$ cat config.mk
export PLATFORM = sky130hd
export DESIGN_NAME = lgs_ram
export DESIGN_NICKNAME = d
export VERILOG_FILES = /design/src/rtl/lgs_ram.sv
export SDC_FILE = /design/constraint.sdc
export NUM_CORES = 2
export LEC_CHECK = 0
export BUFFER_PORTS_ARGS = -buffer_cell sky130_fd_sc_hd__buf_2
export CAP_MARGIN = 10
export CORE_AREA = 2 2 727 729
export CTS_CLUSTER_SIZE = 10
export DETAILED_ROUTE_END_ITERATION = 10
export DIE_AREA = 0 0 729 731
export PLACE_DENSITY = 0.48
export SETUP_SLACK_MARGIN = 0.02
export SKIP_CTS_REPAIR_TIMING = 1
export SYNTH_ARGS = -nofsm -noshare
export SYNTH_HDL_FRONTEND = slang
export SYNTH_SLANG_ARGS = --single-unit
$ cat constraint.sdc
create_clock -name clk -period 7.18 [get_ports clk]
set_input_delay 0.718 -clock clk [delete_from_list [all_inputs] [get_ports clk]]
set_output_delay 0.718 -clock clk [all_outputs]
set_load 0.1 [all_outputs]
$ cat src/rtl/lgs_ram.sv
// ----------------------------------------------------------------------------
// lgs_ram
// generic single write port, single read port ram with registered read
// ----------------------------------------------------------------------------
`default_nettype none

module lgs_ram #(
	parameter int WIDTH = 64,
	parameter int DEPTH = 64
) (
	input  wire logic                                   clk,
	input  wire logic                                   we,
	input  wire logic [((DEPTH > 1) ? $clog2(DEPTH) : 1)-1:0] waddr,
	input  wire logic [WIDTH-1:0]                       wdata,
	input  wire logic                                   re,
	input  wire logic [((DEPTH > 1) ? $clog2(DEPTH) : 1)-1:0] raddr,
	output logic      [WIDTH-1:0]                       rdata
);

	logic [WIDTH-1:0] mem_q [DEPTH];

	always_ff @(posedge clk) begin
		if (we) begin
			mem_q[waddr] <= wdata;
		end
	end

	// read data holds while re is low
	always_ff @(posedge clk) begin
		if (re) begin
			rdata <= mem_q[raddr];
		end
	end

endmodule

`default_nettype wire

== Yosys cells after proc, flatten, opt, wreduce, memory -nomap -nowiden ==
Memories as Yosys holds them, arrays and structs flattened. A register that Yosys moved wholly into a read port is not among the register bits.
Index checks and enable logic that the tools add are counted.
Widths: inputs -> output; s select.
Cells by class
  add/subtract/negate cells: 0
  divide/modulo/power cells: 0
  shift operators: 0
  multiply operators: 0
  bitwise gates (word level): 0
  eq/ne operators: 0
  muxes and demuxes: 2
  reduce and logical (&&, ||, !) cells: 0
  magnitude comparators: 0
Operator list (number)
  $mux 1: 2
Storage, ports and cells
  output and inout port bits: 64
  flip-flop bits (word level): 0
  memory bits (writable): 4096
  memories kept: 1
  bits in latches: 0
  memory bits (read-only): 0
Memory list
  mem_q: depth 64, width 64, read ports 1, clocked after memory_dff 1, wr ports 1, line 20  | logic [WIDTH-1:0] mem_q [DEPTH];

== Logic depth before layout (Yosys ltp) ==
  depth in word-level cells: 2
  gate-level depth with buffers: 9
  mapped depth without buffers: 5

== Worst setup path after synthesis ==
Ideal clock, no wire load.
  kind: input to register
  from: in waddr[3] (netlist bit)
  to: mem mem_q[48][0], enable pin
  path slack: 1.026 ns
  data arrival time: 5.590 ns
  data required time: 6.616 ns
  cell stages on the path: 4
  buffers on the path: 1
  cells stage by stage: clkbuf_1 -> nor2b_1 -> nand4b_1 -> nor3_1
RTL lines
  start: declaration: line 13  | input wire logic [((DEPTH > 1) ? $clog2(DEPTH) : 1)-1:0] waddr,
  end: declaration: line 20
No word-level cell before the write port.

==> run_results.csv <==
group,metric,value,unit
logic_synthesis,synthesis.nets,6677,
logic_synthesis,synth_area_per_cell,23.8,µm²
clocking,numCtsBuffers,465,
place,gp_congestion,0.743,
clocking,ctsRootBufferMaster,"clkbuf_16",
clocking,cts_buffer_depth,4,
pwr,switchingPower,11.0,mW
cells_and_area,area_growth,14.8,%
clocking,cts_tree,"built",
timing,slew_violations,0,
logic_synthesis,ys_async_sr_fraction,0,
logic_synthesis,synth_top_area_share,0.796,
logic_synthesis,ys_types,32,
global_route,use_met3,0.0245,
timing,finalSetupTns,0,ns
logic_synthesis,ys_top_cells_by_area,"edfxtp_1 (80%), mux4_2 (15%), mux2i_1 (0.86%), a22oi_1 (0.80%), buf_2 (0.54%)",
logic_synthesis,synth_most_common_cell,"edfxtp_1",
clocking,path_clk_slew,0.06,ns
timing,fmax,304,MHz
place,io_buffers,142,
timing,skew,0.0648,ns
critical_path,critPathMaxFanout,46,
clocking,clock_latency,1.01,ns
logic_synthesis,seq_area_frac_synth,0.796,
cells_and_area,finalNetCount,7153,
pwr,share_comb_of_total_power,0.051,
critical_path,startpoint_type,"input pin",
pwr,powerDensity,281,nW/µm²
run,cap_violations,0,
pwr,totalPowerFinal,50.6,mW
logic_synthesis,synth_edf_count,4160,
route,first_iter_violations,9062,
pwr,power_frac_seq,0.535,
timing,post-route-period-util,0.458,
logic_synthesis,yosysWarnings,0,
logic_synthesis,synthFlopType,"edfxtp_1",
critical_path,crit_path_end_kind,"flop",
timing,worst_slew_pin_slew,1.32,ns
timing,setup_viol,0,
pwr,power_leakage,54.8,nW
critical_path,crit_chain,"buf_8, buf_4, buf_4, mux4_2, or3_1, a41oi_1, a211oi_1",
clocking,cts.sinks,4160,
cells_and_area,layout-drive-gt1-share,0.281,
critical_path,crit_slowest_cell,"buf_4",
global_route,first_global_vias,77500,
critical_path,crit_buf_inv,3,
route,via_count,75400,
critical_path,cp_top_family,"buffers and inverters",
floorplanning,row_count,267,
critical_path,worstPathRequired,7.85,ns
global_route,antenna_found_initial,50,
route,drt-total-wl,492,mm
global_route,grt_overflow,0,
timing,rsz0062_at_grt,"no",
floorplanning,die_x,729,µm
run_status,status,"finished, final reports clean",
pwr,power.internal,39.6,mW
global_route,grt_usage,0.181,
global_route,grt_util_met2,0.305,
route,avgRoutedWirePerCell,34.6,µm
clocking,htreeDepth,5,
global_route,grt_pass1_wl,668,mm
critical_path,crit_top_cell,"buf_4",
global_route,use_met1,0.249,
pwr,ir_drop,0.222,mV
timing,hold_violations,0,
critical_path,path_class,"in -> reg",
floorplanning,io_pins,143,
floorplanning,die_area,533000,µm²
route,drt_first_pass_iters,5,
route,routed_via_density,5.31,
critical_path,critPathArrivalTime,3.96,ns
worst_hold_path,holdCritPathClass,"in -> reg",
timing,period_needed,3.29,ns
route,drtAntennaViolNets,0,
logic_synthesis,synthCells,6598,
timing,maxSlewHeadroom,0.117,
pwr,switching_share,0.218,
global_route,gr-max-usage-layer,"met2",
logic_synthesis,synth_seq_cells,4160,
place,place_hpwl,260,mm
floorplanning,coreArea,526000,µm²
logic_synthesis,synth_common_cells,"edfxtp_1 (4160), mux4_2 (1024), buf_2 (170)",
route,drc,0,
floorplanning,initial_utilization,0.298,
logic_synthesis,synth_top_area_cell,"edfxtp_1",
critical_path,cpPeakStageDelay,0.74,ns
logic_synthesis,synth_area,157000,µm²
pwr,pwr-share-clk,0.414,
global_route,grt_max_degree,116,
floorplanning,die_h,731,µm
[layer usage]
| metal | wire (µm) | up-vias |
|---|---|---|
| met1 | 208000 | 42700 |
| met3 | 28700 | 617 |
| met2 | 243000 | 2766 |
| li1 | - | 29300 |
| met5 | 92 | - |
| met4 | 11800 | 14 |
[kinds of logic after synthesis]
logic type	share of synthesized area
DFF	0.796
muxes	0.156
AOI/OAI and AO/OA	0.0247
buffers and inverters	0.0118
and+or+nand+nor	0.0123
[flip-flops by register name, summed over array words and instances, names as in the netlist]
name	flops
mem_q	4096
rdata	64
[cell usage in the layout (no fill, tap or decap), drive strengths merged, types with 18 or more instances in the layout]
master and n:
nand2 58, o22ai 83, mux4 1024, inv 26, a22oi 168, o221ai 38, a211oi 63, or2 28
nand3 45, a2bb2oi 19, a41oi 26, diode 25, clkinv 36, a31oi 18, nor2b 28, and3 64
buf 379, edfxtp 4160, nor2 112, mux2i 135, clkbuf 515, a22o 88, or3 29
[power by group through the flow]
stage | clock [mW] | combinational (mW) | sequential [mW]
after floorplan | 0 | 1.25 | 27.8
after global placement | 0 | 2.56 | 27.6
after detailed placement | 0 | 2.60 | 27.6
after CTS | 21.4 | 2.60 | 27.1
after global routing | 22.3 | 2.71 | 27.1
final | 21.0 | 2.56 | 27.1
[per-stage QoR]
step	util	hold slack (ns)	instance area (µm²)	cells	setup slack [ns]
2_1_floorplan	-	0.817	157000	6598	1.03
3_3_place_gp	0.318	0.901	168000	13600	2.87
3_5_place_dp	0.318	0.906	168000	13600	2.89
4_1_cts	0.342	0.121	180000	14200	3.98
5_1_grt	0.343	0.0800	180000	14200	3.84
6_report	0.343	0.112	180000	14200	3.89
[layout make-up]
class,count,area [µm²]
Timing Repair Buffer,379,3010
Fill cell,48400,346000
Inverter,19,71.3
Multi-Input combinational cell,2049,30800
Clock inverter,51,806
Clock buffer,515,11900
Antenna cell,25,62.6
Sequential cell,4160,125000
Tap cell,6994,8750
[worst paths after layout]
kind | startpoint | to | slack [ns] | cells past startpoint
worst max register to register | mem_q[36][1] | rdata[1] | 4.97 | 5
worst max-delay path | raddr[2] | rdata[51] | 3.89 | 7
worst min-delay path | wdata[13] | mem_q[51][13] | 0.11 | 1
worst min register to register | mem_q[28][61] | rdata[61] | 0.91 | 4
Power figures use the tool's default switching activity.
