==> src/rtl/lgs_pkg.sv <==
// ----------------------------------------------------------------------------
// lgs_pkg
// shared types and constants for the life generation step core
// ----------------------------------------------------------------------------
`default_nettype none

package lgs_pkg;

	localparam int ROW_W  = 64;   // bits in one grid row
	localparam int IDX_W  = 6;    // bit index within a row
	localparam int CNT_W  = 7;    // row and column counts, 0..64
	localparam int NUM_W  = 6;    // row number on the output
	localparam int ADDR_W = 4;    // apb byte address
	localparam int DATA_W = 32;   // apb data

	// register indexes, paddr[3:2]
	localparam logic [1:0] REG_ROWS = 2'd0;
	localparam logic [1:0] REG_COLS = 2'd1;
	localparam logic [1:0] REG_HOLD = 2'd2;

	typedef logic [ROW_W-1:0] row_t;

	// settings that the row evaluator needs for one generation
	typedef struct packed {
		logic [CNT_W-1:0] cols;   // effective column count, 1..MAX_COLS
		logic             hold;   // emit cells unchanged
	} eval_cfg_t;

endpackage

`default_nettype wire

==> src/rtl/lgs_lane.sv <==
// ----------------------------------------------------------------------------
// lgs_lane
// life rule for one cell from its 3x3 neighborhood
// ----------------------------------------------------------------------------
`default_nettype none

module lgs_lane (
	input  wire logic [2:0] above,   // left, center, right of the row above
	input  wire logic [2:0] mid,     // mid[1] is the cell itself
	input  wire logic [2:0] below,
	input  wire logic       hold,
	output logic            next
);

	logic [3:0] sum;
	logic       self;

	assign self = mid[1];

	// eight neighbors, duplicates on tiny grids counted as they come
	assign sum = 4'(above[0]) + 4'(above[1]) + 4'(above[2])
	           + 4'(mid[0])   + 4'(mid[2])
	           + 4'(below[0]) + 4'(below[1]) + 4'(below[2]);

	always_comb begin
		if (hold) begin
			next = self;
		end else if (self) begin
			next = (sum == 4'd2) || (sum == 4'd3);
		end else begin
			next = (sum == 4'd3);
		end
	end

endmodule

`default_nettype wire

==> src/rtl/lgs_row_eval.sv <==
// ----------------------------------------------------------------------------
// lgs_row_eval
// one lane per column, toroidal column wrap, merges lane bits into a masked row
// ----------------------------------------------------------------------------
`default_nettype none

module lgs_row_eval #(
	parameter int MAX_COLS = 64
) (
	input  wire lgs_pkg::row_t      prev_row,
	input  wire lgs_pkg::row_t      cur_row,
	input  wire lgs_pkg::row_t      nxt_row,
	input  wire lgs_pkg::eval_cfg_t cfg,
	output lgs_pkg::row_t           next_row
);

	import lgs_pkg::*;

	logic [CNT_W-1:0] cols_m1;
	logic [2:0]       wrap_l;   // column cols-1 of prev, cur, next

	assign cols_m1 = cfg.cols - CNT_W'(1);
	assign wrap_l  = {nxt_row[cols_m1[IDX_W-1:0]], cur_row[cols_m1[IDX_W-1:0]],
	                  prev_row[cols_m1[IDX_W-1:0]]};

	for (genvar c = 0; c < ROW_W; c++) begin : g_col
		if (c < MAX_COLS) begin : g_lane
			logic [2:0] left;    // per row: prev, cur, next
			logic [2:0] center;
			logic [2:0] right;
			logic       lane_next;

			assign center = {nxt_row[c], cur_row[c], prev_row[c]};

			if (c == 0) begin : g_left_wrap
				assign left = wrap_l;
			end else begin : g_left
				assign left = {nxt_row[c-1], cur_row[c-1], prev_row[c-1]};
			end

			if (c == ROW_W-1) begin : g_right_wrap
				assign right = {nxt_row[0], cur_row[0], prev_row[0]};
			end else begin : g_right
				assign right = (cfg.cols == CNT_W'(c+1))
				             ? {nxt_row[0], cur_row[0], prev_row[0]}
				             : {nxt_row[c+1], cur_row[c+1], prev_row[c+1]};
			end

			lgs_lane u_lane (
				.above ({right[0], center[0], left[0]}),
				.mid   ({right[1], center[1], left[1]}),
				.below ({right[2], center[2], left[2]}),
				.hold  (cfg.hold),
				.next  (lane_next)
			);

			assign next_row[c] = lane_next && (CNT_W'(c) < cfg.cols);
		end else begin : g_off
			assign next_row[c] = 1'b0;
		end
	end

endmodule

`default_nettype wire

==> config.mk <==
export PLATFORM = sky130hd
export DESIGN_NAME = lgs_row_eval
export DESIGN_NICKNAME = d
export VERILOG_FILES = /design/src/rtl/lgs_pkg.sv /design/src/rtl/lgs_lane.sv /design/src/rtl/lgs_row_eval.sv
export SDC_FILE = /design/constraint.sdc
export NUM_CORES = 1
export LEC_CHECK = 0
export BUFFER_PORTS_ARGS = -buffer_cell sky130_fd_sc_hd__buf_4
export CORE_MARGIN = 1
export CORE_UTILIZATION = 25
export DETAILED_ROUTE_END_ITERATION = 10
export PLACE_DENSITY = 0.47
export SLEW_MARGIN = 20
export SYNTH_ARGS = -nofsm -noshare
export SYNTH_HDL_FRONTEND = slang
export SYNTH_SLANG_ARGS = --single-unit
==> constraint.sdc <==
create_clock -name vclk -period 17.5
set_input_delay 5.25 -clock vclk [all_inputs]
set_output_delay 5.25 -clock vclk [all_outputs]
set_load 0.03 [all_outputs]
* Yosys cells after proc, flatten, opt, wreduce, memory -nomap -nowiden
Index checks and enable logic that the tools add are counted.
Storage, ports and cells: logic and storage cells 1030, register bits 0, output and inout bits 64, input port bits 200
Operators by class: $add $sub $neg 449, equality and inequality tests 191, order comparisons 65, reductions and logical operators 128, mux-type cells 197
Operators by type and width (count):
- 4-bit by 1-bit adder with 4-bit output | 384
- 4-bit by 2-bit == test with 1-bit output, second input constant | 128
- 7-bit by 6-bit == test with 1-bit output, second input constant | 32
- 6-bit by 7-bit less-than comparator with 1-bit output, first input constant | 32
- 3-bit 2-to-1 mux | 63
- 1-bit 2-to-1 mux | 131
- 1-bit by 1-bit adder with 2-bit output | 64
- 7-bit by 5-bit == test with 1-bit output, second input constant | 16
- 5-bit by 7-bit less-than comparator with 1-bit output, first input constant | 16
- 1-bit logical AND | 64
- 1-bit logical OR | 64
- 7-bit by 4-bit == test with 1-bit output, second input constant | 8
- 4-bit by 7-bit less-than comparator with 1-bit output, first input constant | 8
- 7-bit by 3-bit == test with 1-bit output, second input constant | 4
- 3-bit by 7-bit less-than comparator with 1-bit output, first input constant | 4
- 1-bit binary-select mux with 6-bit select | 3
- 7-bit by 2-bit == test with 1-bit output, second input constant | 2
- 1-bit by 7-bit less-than comparator with 1-bit output, first input constant | 2
- 2-bit by 7-bit less-than comparator with 1-bit output, first input constant | 2
- 7-bit by 1-bit == test with 1-bit output, second input constant | 1
- 6-bit by 7-bit less-than comparator with 1-bit output, second input constant | 1
- 6-bit by 1-bit subtractor with 6-bit output, second input constant | 1

* Logic depth before layout (Yosys ltp)
Gate-level depths: netlist (run 1).
word-level depth 15, depth in mapped cells 23, mapped depth without buffers 20

* By module
From an unflattened synthesis (run 1), not the netlist that was laid out.
Second synthesis, totals: cell total of the unflattened synthesis 2082, area, all modules 17783.3 um2
By module, submodules not included:
- lgs_lane | area an instance 196.4 um2, times used 64, sequential area each 0.0 um2, cells an instance 23
- lgs_row_eval | area an instance 5211.2 um2, times used 1, sequential area each 0.0 um2, cells an instance 610

* Least setup slack after synthesis (run 1)
No wires, ideal clock.
path type input to output, start point in cfg[2] in the netlist's numbering, end point out next_row[0], buffers on the path 3, stages 21, path slack 1.801 ns, data arrival time 10.449 ns, data required time 12.250 ns, path through buf_2 -> inv_1 -> ha_1 -> buf_4 -> dlygate4sd1_1 -> mux4_2 -> a22oi_1 -> nand4_1 -> and4_1 -> ha_1 -> fa_1 -> inv_1 -> fa_1 -> inv_1 -> fa_1 -> inv_1 -> fa_1 -> a2111oi_0 -> a21oi_1 -> o21a_1 -> a311oi_1
Between the ends: word-level cells in the longest chain between the ends 15, elaborated cells between the ends (all ways) 23, those cells by class 8 x add/sub; 1 x order compare; 3 x eq/ne; 9 x mux; 2 x reduce/logical
Ends and longest elaborated chain:
- from (decl) | RTL line lgs_row_eval.sv:13 | input wire lgs_pkg::eval_cfg_t cfg,
- 6-bit by 1-bit subtractor with 6-bit output | RTL line lgs_row_eval.sv:22 | assign cols_m1 = cfg.cols - CNT_W'(1);
- 1-bit binary-select mux with 6-bit select | RTL line lgs_row_eval.sv:24 | prev_row[cols_m1[IDX_W-1:0]]};
- 1-bit 2-to-1 mux (not written as such) | RTL line lgs_row_eval.sv:24
- 1-bit by 1-bit adder with 2-bit output | RTL line lgs_lane.sv:21 | assign sum = 4'(above[0]) + 4'(above[1]) + 4'(above[2])
- 4-bit by 1-bit adder with 4-bit output | RTL line lgs_lane.sv:21
- 4-bit by 1-bit adder with 4-bit output (2 in series) | RTL line lgs_lane.sv:22 | + 4'(mid[0]) + 4'(mid[2])
- 4-bit by 1-bit adder with 4-bit output (3 in series) | RTL line lgs_lane.sv:23 | + 4'(below[0]) + 4'(below[1]) + 4'(below[2]);
- 4-bit by 2-bit == test with 1-bit output (on tied branches) | RTL line lgs_lane.sv:29, lgs_lane.sv:31
- 1-bit logical OR | RTL line lgs_lane.sv:29 | next = (sum == 4'd2) || (sum == 4'd3);
- 1-bit 2-to-1 mux | RTL line lgs_lane.sv:28 | end else if (self) begin
- 1-bit 2-to-1 mux | RTL line lgs_lane.sv:26 | if (hold) begin
- 1-bit logical AND * | RTL line lgs_row_eval.sv:57 | assign next_row[c] = lane_next && (CNT_W'(c) < cfg.cols);
- to (decl) | RTL line lgs_row_eval.sv:14 | output lgs_pkg::row_t next_row
Every way passes the cells marked *; elsewhere a longest branch is shown, timed or not. The select of a mux whose other input is x is not followed.

* Worst setup path in the final report (run 1)
start point in cfg[1] in the netlist's numbering, end point out next_row[0]
Same word-level chain as after synthesis.

==> results of run 1 <==
==> path summary, 6_finish.rpt <==
kind                           to
worst min-delay path  next_row[4]
worst max-delay path  next_row[0]
==> power by group through the flow <==
stage	clock network (mW)	logic (mW)	registers [mW]
3_3_place_gp	0	0.901	0
4_1_cts	0	0.943	0
5_1_grt	0.0000000230	1.06	0
3_5_place_dp	0	0.938	0
2_1_floorplan	0	0.645	0
6_report	0.0000000187	0.935	0
==> metal layers <==
layer  global-route usage  routed length (um)
met1                0.271               29200
met2                0.355               33800
met3               0.0188                3780
met4               0.0738                2850
met5                    0                  23
==> through the flow <==
step,total power [mW],util
floorplan,0.645,-
global placement,0.901,0.297
detailed placement,0.938,0.297
CTS,0.943,0.297
global route,1.06,0.297
finish,0.935,0.297
==> worst min-delay path: stages <==
cell                      delay (ns)
sky130_fd_sc_hd__buf_4          0.12
sky130_fd_sc_hd__o211a_1        0.16
sky130_fd_sc_hd__buf_4          0.15
==> cell families (layout without fill, tap and decap cells) <==
logic type | Yosys count | count (layout) | share of synthesized area
and+or+nand+nor | 522 | 522 | 0.154
buffers and inverters | 477 | 686 | 0.115
other | 0 | 4 | 0
adders and majority gates | 451 | 451 | 0.461
xor gates and xnor gates | 2 | 2 | 0.00107
muxes | 241 | 241 | 0.187
AOI/OAI and AO/OA | 199 | 199 | 0.0811
==> cell usage in the layout (no fill, tap or decap), types with 3 or more instances in the layout <==
cell	count
sky130_fd_sc_hd__nor2b_1	56
sky130_fd_sc_hd__nand2_1	44
sky130_fd_sc_hd__a211oi_1	17
sky130_fd_sc_hd__o211a_1	11
sky130_fd_sc_hd__buf_4	281
sky130_fd_sc_hd__o221ai_1	4
sky130_fd_sc_hd__nand3_1	40
sky130_fd_sc_hd__ha_1	194
sky130_fd_sc_hd__or3_1	3
sky130_fd_sc_hd__and3_1	5
sky130_fd_sc_hd__a22oi_1	4
sky130_fd_sc_hd__and4_1	3
sky130_fd_sc_hd__nor3_1	47
sky130_fd_sc_hd__o22ai_1	3
sky130_fd_sc_hd__o221a_2	9
sky130_fd_sc_hd__a2111oi_0	11
sky130_fd_sc_hd__nor2_1	240
sky130_fd_sc_hd__mux2i_1	192
sky130_fd_sc_hd__nand4_1	8
sky130_fd_sc_hd__a21oi_1	72
sky130_fd_sc_hd__mux4_2	31
sky130_fd_sc_hd__mux4_1	15
sky130_fd_sc_hd__inv_1	405
sky130_fd_sc_hd__fa_1	256
sky130_fd_sc_hd__a31oi_1	4
sky130_fd_sc_hd__nor3_2	8
sky130_fd_sc_hd__diode_2	4
sky130_fd_sc_hd__o21ai_0	49
sky130_fd_sc_hd__nand2b_1	51
==> cells in the mapped netlist (31+ instances only) <==
master / count / share of area
sky130_fd_sc_hd__nand2_1: 44 / 0.010
sky130_fd_sc_hd__fa_1: 256 / 0.31
sky130_fd_sc_hd__nor2_1: 240 / 0.055
sky130_fd_sc_hd__clkbuf_1: 42 / 0.0096
sky130_fd_sc_hd__nor3_1: 48 / 0.015
sky130_fd_sc_hd__mux4_2: 31 / 0.043
sky130_fd_sc_hd__o21ai_0: 49 / 0.015
sky130_fd_sc_hd__nand3_1: 40 / 0.012
sky130_fd_sc_hd__nand2b_1: 51 / 0.019
sky130_fd_sc_hd__mux2i_1: 192 / 0.12
sky130_fd_sc_hd__nor2b_1: 56 / 0.021
sky130_fd_sc_hd__ha_1: 195 / 0.15
sky130_fd_sc_hd__a21oi_1: 72 / 0.022
sky130_fd_sc_hd__inv_1: 405 / 0.093
==> cell type report <==
cell class | count | share of cell area
well taps | 855 | 0.0556
multi-input cells | 1415 | 0.755
repair buffers | 281 | 0.110
diodes | 4 | 0.000520
inverters | 405 | 0.0791
==> qor.csv, run 1 <==
metric,value,unit
net count after synthesis,2543,
cell count along the critical path,21,
full die area,66700,um2
kind of cell adding the most delay to the critical path,adder cells,
area of the mapped netlist,16400,um2
CTS Hold Bufs,0,
ANT nets after route,0,
max-cap violations,0,
sum of buffers and inverters on the critical path,7,
detailed-placement wirelength estimate,58200,um
setup repair after global routing missed its margin,false,
launch point of the worst hold path,cur_row[4],
"slowest stage cell, crit path",sky130_fd_sc_hd__ha_2,
timing-limited maximum frequency,60.5,MHz
detailed-route vias per instance,5.07,
Rel. slew slack,0.291,
Syn Area/Cell,8.67,um2
share of total power in the clock network,0,
internal power summed over all cells,0.396,mW
register share of total power,0,
number of flip-flops and latches,0,
global-route usage over all layers,0.207,
"Period Utilization, post-route",0.945,
relative contribution of combinational cells to total power,1.000,
post-layout instance area,19200,um2
maximum number of pins on one net before global-route repair,67,
final setup violation count,0,
initial antenna violation count,5,
CP cell instances,buf_4 -> inv_1 -> ha_2 -> buf_4 -> mux4_2 -> a21oi_1 -> nand4_1 -> and4_1 -> ha_1 -> fa_1 -> inv_1 -> fa_1 -> inv_1 -> fa_1 -> inv_1 -> fa_1 -> a2111oi_0 -> a21oi_1 -> o21a_1 -> a311oi_1 -> buf_4,
Buffers on Ports,264,
instance area at placement,19200,um2
Switching Share,0.576,
"crit path setup slack, layout",0.969,ns
Total Negative Setup Slacks,0,ns
Setup WS pre-CTS,0.980,ns
switching pwr,0.538,mW
global route total overflow,0,
count of unresolved DRC violations after routing,0,
Lkg Pwr,9.37,nW
Final Wtd Congestion,0.934,
count of unique library cells instantiated by Yosys,61,
area of combinational cells with multiple inputs,14500,um2
Die X-Extent,258,um
DR iter-0 viols,980,
type of the worst setup path,input port to primary output,
number of placed cells counting well taps,2956,
average wire length per cell after detail routing,23.5,um
number of synthesis warnings,0,
power density normalized to cell area,48.6,nW/um2
min-delay worst type,input port to primary output,
number of setup buffers added after CTS,0,
element type at the critical path end,primary output,
vias in the first global route,15900,
startpoint type of the worst setup path,input port,
net count reported at finish,2754,
minimum clock period,16.53,ns
"number of standard cells in the layout, taps in and fillers out",2960,
outcome,completed,
final-layout fill cell count,6915,
register area share after synthesis,0,
number of gates resized after CTS,0,
row cnt,93,
largest fanout on the critical path,22,
"Hold Vio Cnt, Final",0,
clk_buf instances,0,
data arrival time of the critical path,11.28,ns
share of post-route cells with drive strength above 1,0.166,
worst ir drop on vdd,0.0216,mV
initial core utilization,0.254,
top-level I/O count,264,
crit path from,cfg[1],
TritonRoute pass-1 iters,7,
Detailed Route WL,69700,um
wire length of the first global-routing pass,104000,um
placeable core region,64700,um2
transition at the pin with the smallest max-transition slack,1.06,ns
DR vias,15000,
Mapped Cells,1892,
worst hold slack across all endpoints,10.93,ns
endpoint required time on the critical path,12.25,ns
slowest cell delay on critical path,0.62,ns
total area of sequential cells,0,um2
Die H,258,um
Synth-to-Final Area Change,17.2,%
Final Slew Violations,0,
hold path cells,3,
(Power assumes the default switching activity.)
==> run 2, diff against run 1 <==
--- a/config.mk
+++ b/config.mk
@@ -9,7 +9,7 @@
 export CORE_MARGIN = 1
 export CORE_UTILIZATION = 25
 export DETAILED_ROUTE_END_ITERATION = 10
-export PLACE_DENSITY = 0.47
+export PLACE_DENSITY_LB_ADDON = 0.08
 export SLEW_MARGIN = 20
 export SYNTH_ARGS = -nofsm -noshare
 export SYNTH_HDL_FRONTEND = slang
==> constraint.sdc (replaced) <==
create_clock -name vclk -period 19.7
set_input_delay 5.91 -clock vclk [all_inputs]
set_output_delay 5.91 -clock vclk [all_outputs]
set_load 0.03 [all_outputs]
==> qor.csv, run 2 (same netlist as run 1, synthesis figures left out) <==
metric,value,unit,change
number of gates resized after CTS,0,,unchanged
CTS Hold Bufs,0,,unchanged
vias in the first global route,15400,,was 15900
Detailed Route WL,70800,um,was 69700 um
element type at the critical path end,primary output,,unchanged
initial antenna violation count,3,,was 5
final setup violation count,0,,unchanged
Lkg Pwr,9.39,nW,was 9.37 nW
maximum number of pins on one net before global-route repair,57,,was 67
most common library cell in the layout ignoring fill and taps,sky130_fd_sc_hd__inv_1,,unchanged
detailed-route vias per instance,4.93,,was 5.07
outcome,completed,,unchanged
Rel. slew slack,0.188,,was 0.291
Die H,258,um,unchanged
row cnt,93,,unchanged
n_diodes,0,,was 4
worst ir drop on vdd,0.0210,mV,was 0.0216 mV
most frequent cells in the layout,"405 x sky130_fd_sc_hd__inv_1, 285 x sky130_fd_sc_hd__buf_4, 256 x sky130_fd_sc_hd__fa_1",,"was 405 x sky130_fd_sc_hd__inv_1, 281 x sky130_fd_sc_hd__buf_4, 256 x sky130_fd_sc_hd__fa_1"
wire length of the first global-routing pass,105000,um,was 104000 um
min-delay worst type,input port to primary output,,unchanged
setup repair after global routing missed its margin,false,,unchanged
transition at the pin with the smallest max-transition slack,1.21,ns,was 1.06 ns
net count reported at finish,2758,,was 2754
Final Wtd Congestion,0.875,,was 0.934
data arrival time of the critical path,12.12,ns,was 11.28 ns
type of the worst setup path,input port to primary output,,unchanged
DR vias,14600,,was 15000
Die X-Extent,258,um,unchanged
clk_buf instances,0,,unchanged
final-layout fill cell count,7007,,was 6915
power density normalized to cell area,43.1,nW/um2,was 48.6 nW/um2
full die area,66700,um2,unchanged
"Hold Vio Cnt, Final",0,,unchanged
area of combinational cells with multiple inputs,14500,um2,about the same
"Period Utilization, post-route",0.915,,
startpoint type of the worst setup path,input port,,unchanged
number of setup buffers added after CTS,0,,unchanged
Buffers on Ports,264,,unchanged
global route total overflow,0,,unchanged
total area of sequential cells,0,um2,unchanged
max-cap violations,0,,unchanged
ANT nets after route,0,,unchanged
average wire length per cell after detail routing,23.9,um,was 23.5 um
initial core utilization,0.254,,unchanged
Synth-to-Final Area Change,17.3,%,was 17.2%
count of unresolved DRC violations after routing,0,,unchanged
minimum clock period,18.03,ns,
DR iter-0 viols,783,,was 980
share of post-route cells with drive strength above 1,0.167,,was 0.166
TritonRoute pass-1 iters,5,,was 7
top-level I/O count,264,,unchanged
Total Negative Setup Slacks,0,ns,unchanged
timing-limited maximum frequency,55.5,MHz,
detailed-placement wirelength estimate,59700,um,was 58200 um
placeable core region,64700,um2,unchanged
Final Slew Violations,0,,unchanged
worst hold slack across all endpoints,12.25,ns,was 10.93 ns
largest fanout on the critical path,22,,unchanged
endpoint required time on the critical path,13.79,ns,was 12.25 ns
global-route usage over all layers,0.211,,was 0.207
number of flip-flops and latches,0,,unchanged
==> run 2: changes by cell type in the layout (fill, tap and decap cells not counted) <==
cell                        delta
sky130_fd_sc_hd__nor3_2        -1
sky130_fd_sc_hd__nor3_1        +1
sky130_fd_sc_hd__buf_4         +4
sky130_fd_sc_hd__a2111oi_0     +1
sky130_fd_sc_hd__diode_2       -4
sky130_fd_sc_hd__a2111oi_1     -1
==> run 2: final cells by class <==
| cell class | count | area share |
|---|---|---|
| Multi-Input combinational cell | 1415 | 0.754 |
| Timing Repair Buffer | 285 | 0.111 |
| Tap cell | 855 | 0.0556 |
| Inverter | 405 | 0.0790 |
==> run 2: final timing paths <==
path / to / startpoint / cells past startpoint / slack (ns)
max: next_row[0] / cfg[2] / 21 / 1.67
min: next_row[63] / cur_row[63] / 3 / 12.25
==> run 2: layer usage <==
layer	track usage	vias up	share of wire	wire length, um
li1	-	6655	-	-
met1	0.279	7493	0.43	30700
met2	0.379	386	0.51	35800
met3	0.0178	55	0.042	2950
met4	0.0324	6	0.018	1260
met5	0	-	0.00056	40
==> run 2: critical path, stage by stage <==
cell                        delay, ns
sky130_fd_sc_hd__buf_4           0.26
sky130_fd_sc_hd__inv_1           0.16
sky130_fd_sc_hd__ha_2            0.77
sky130_fd_sc_hd__buf_4           0.36
sky130_fd_sc_hd__mux4_2          0.53
sky130_fd_sc_hd__a21oi_1         0.21
sky130_fd_sc_hd__nand4_1         0.11
sky130_fd_sc_hd__and4_1          0.19
sky130_fd_sc_hd__ha_1            0.29
sky130_fd_sc_hd__fa_1            0.51
sky130_fd_sc_hd__inv_1           0.06
sky130_fd_sc_hd__fa_1            0.46
sky130_fd_sc_hd__inv_1           0.09
sky130_fd_sc_hd__fa_1            0.19
sky130_fd_sc_hd__inv_1           0.05
sky130_fd_sc_hd__fa_1            0.38
sky130_fd_sc_hd__a2111oi_0       0.39
sky130_fd_sc_hd__a21oi_1         0.08
sky130_fd_sc_hd__o21a_1          0.19
sky130_fd_sc_hd__a311oi_1        0.60
sky130_fd_sc_hd__buf_4           0.29
==> run 2: where the power goes <==
group / internal, mW / total (mW) / switching, mW
sequential: 0 / 0 / 0
clock: 0 / 0 / 0
combinational: 0.352 / 0.830 / 0.478
==> run 2: through the flow <==
step | total power, mW | worst slack, ns | cells | utilization | cell area, um2
floorplan | 0.573 | 2.68 | 1892 | - | 16400
global placement | 0.814 | 1.69 | 2960 | 0.297 | 19200
detailed placement | 0.839 | 1.67 | 2960 | 0.297 | 19200
CTS | 0.843 | 1.68 | 2960 | 0.297 | 19200
global route | 0.949 | 1.37 | 2960 | 0.297 | 19200
finish | 0.830 | 1.67 | 2960 | 0.297 | 19200
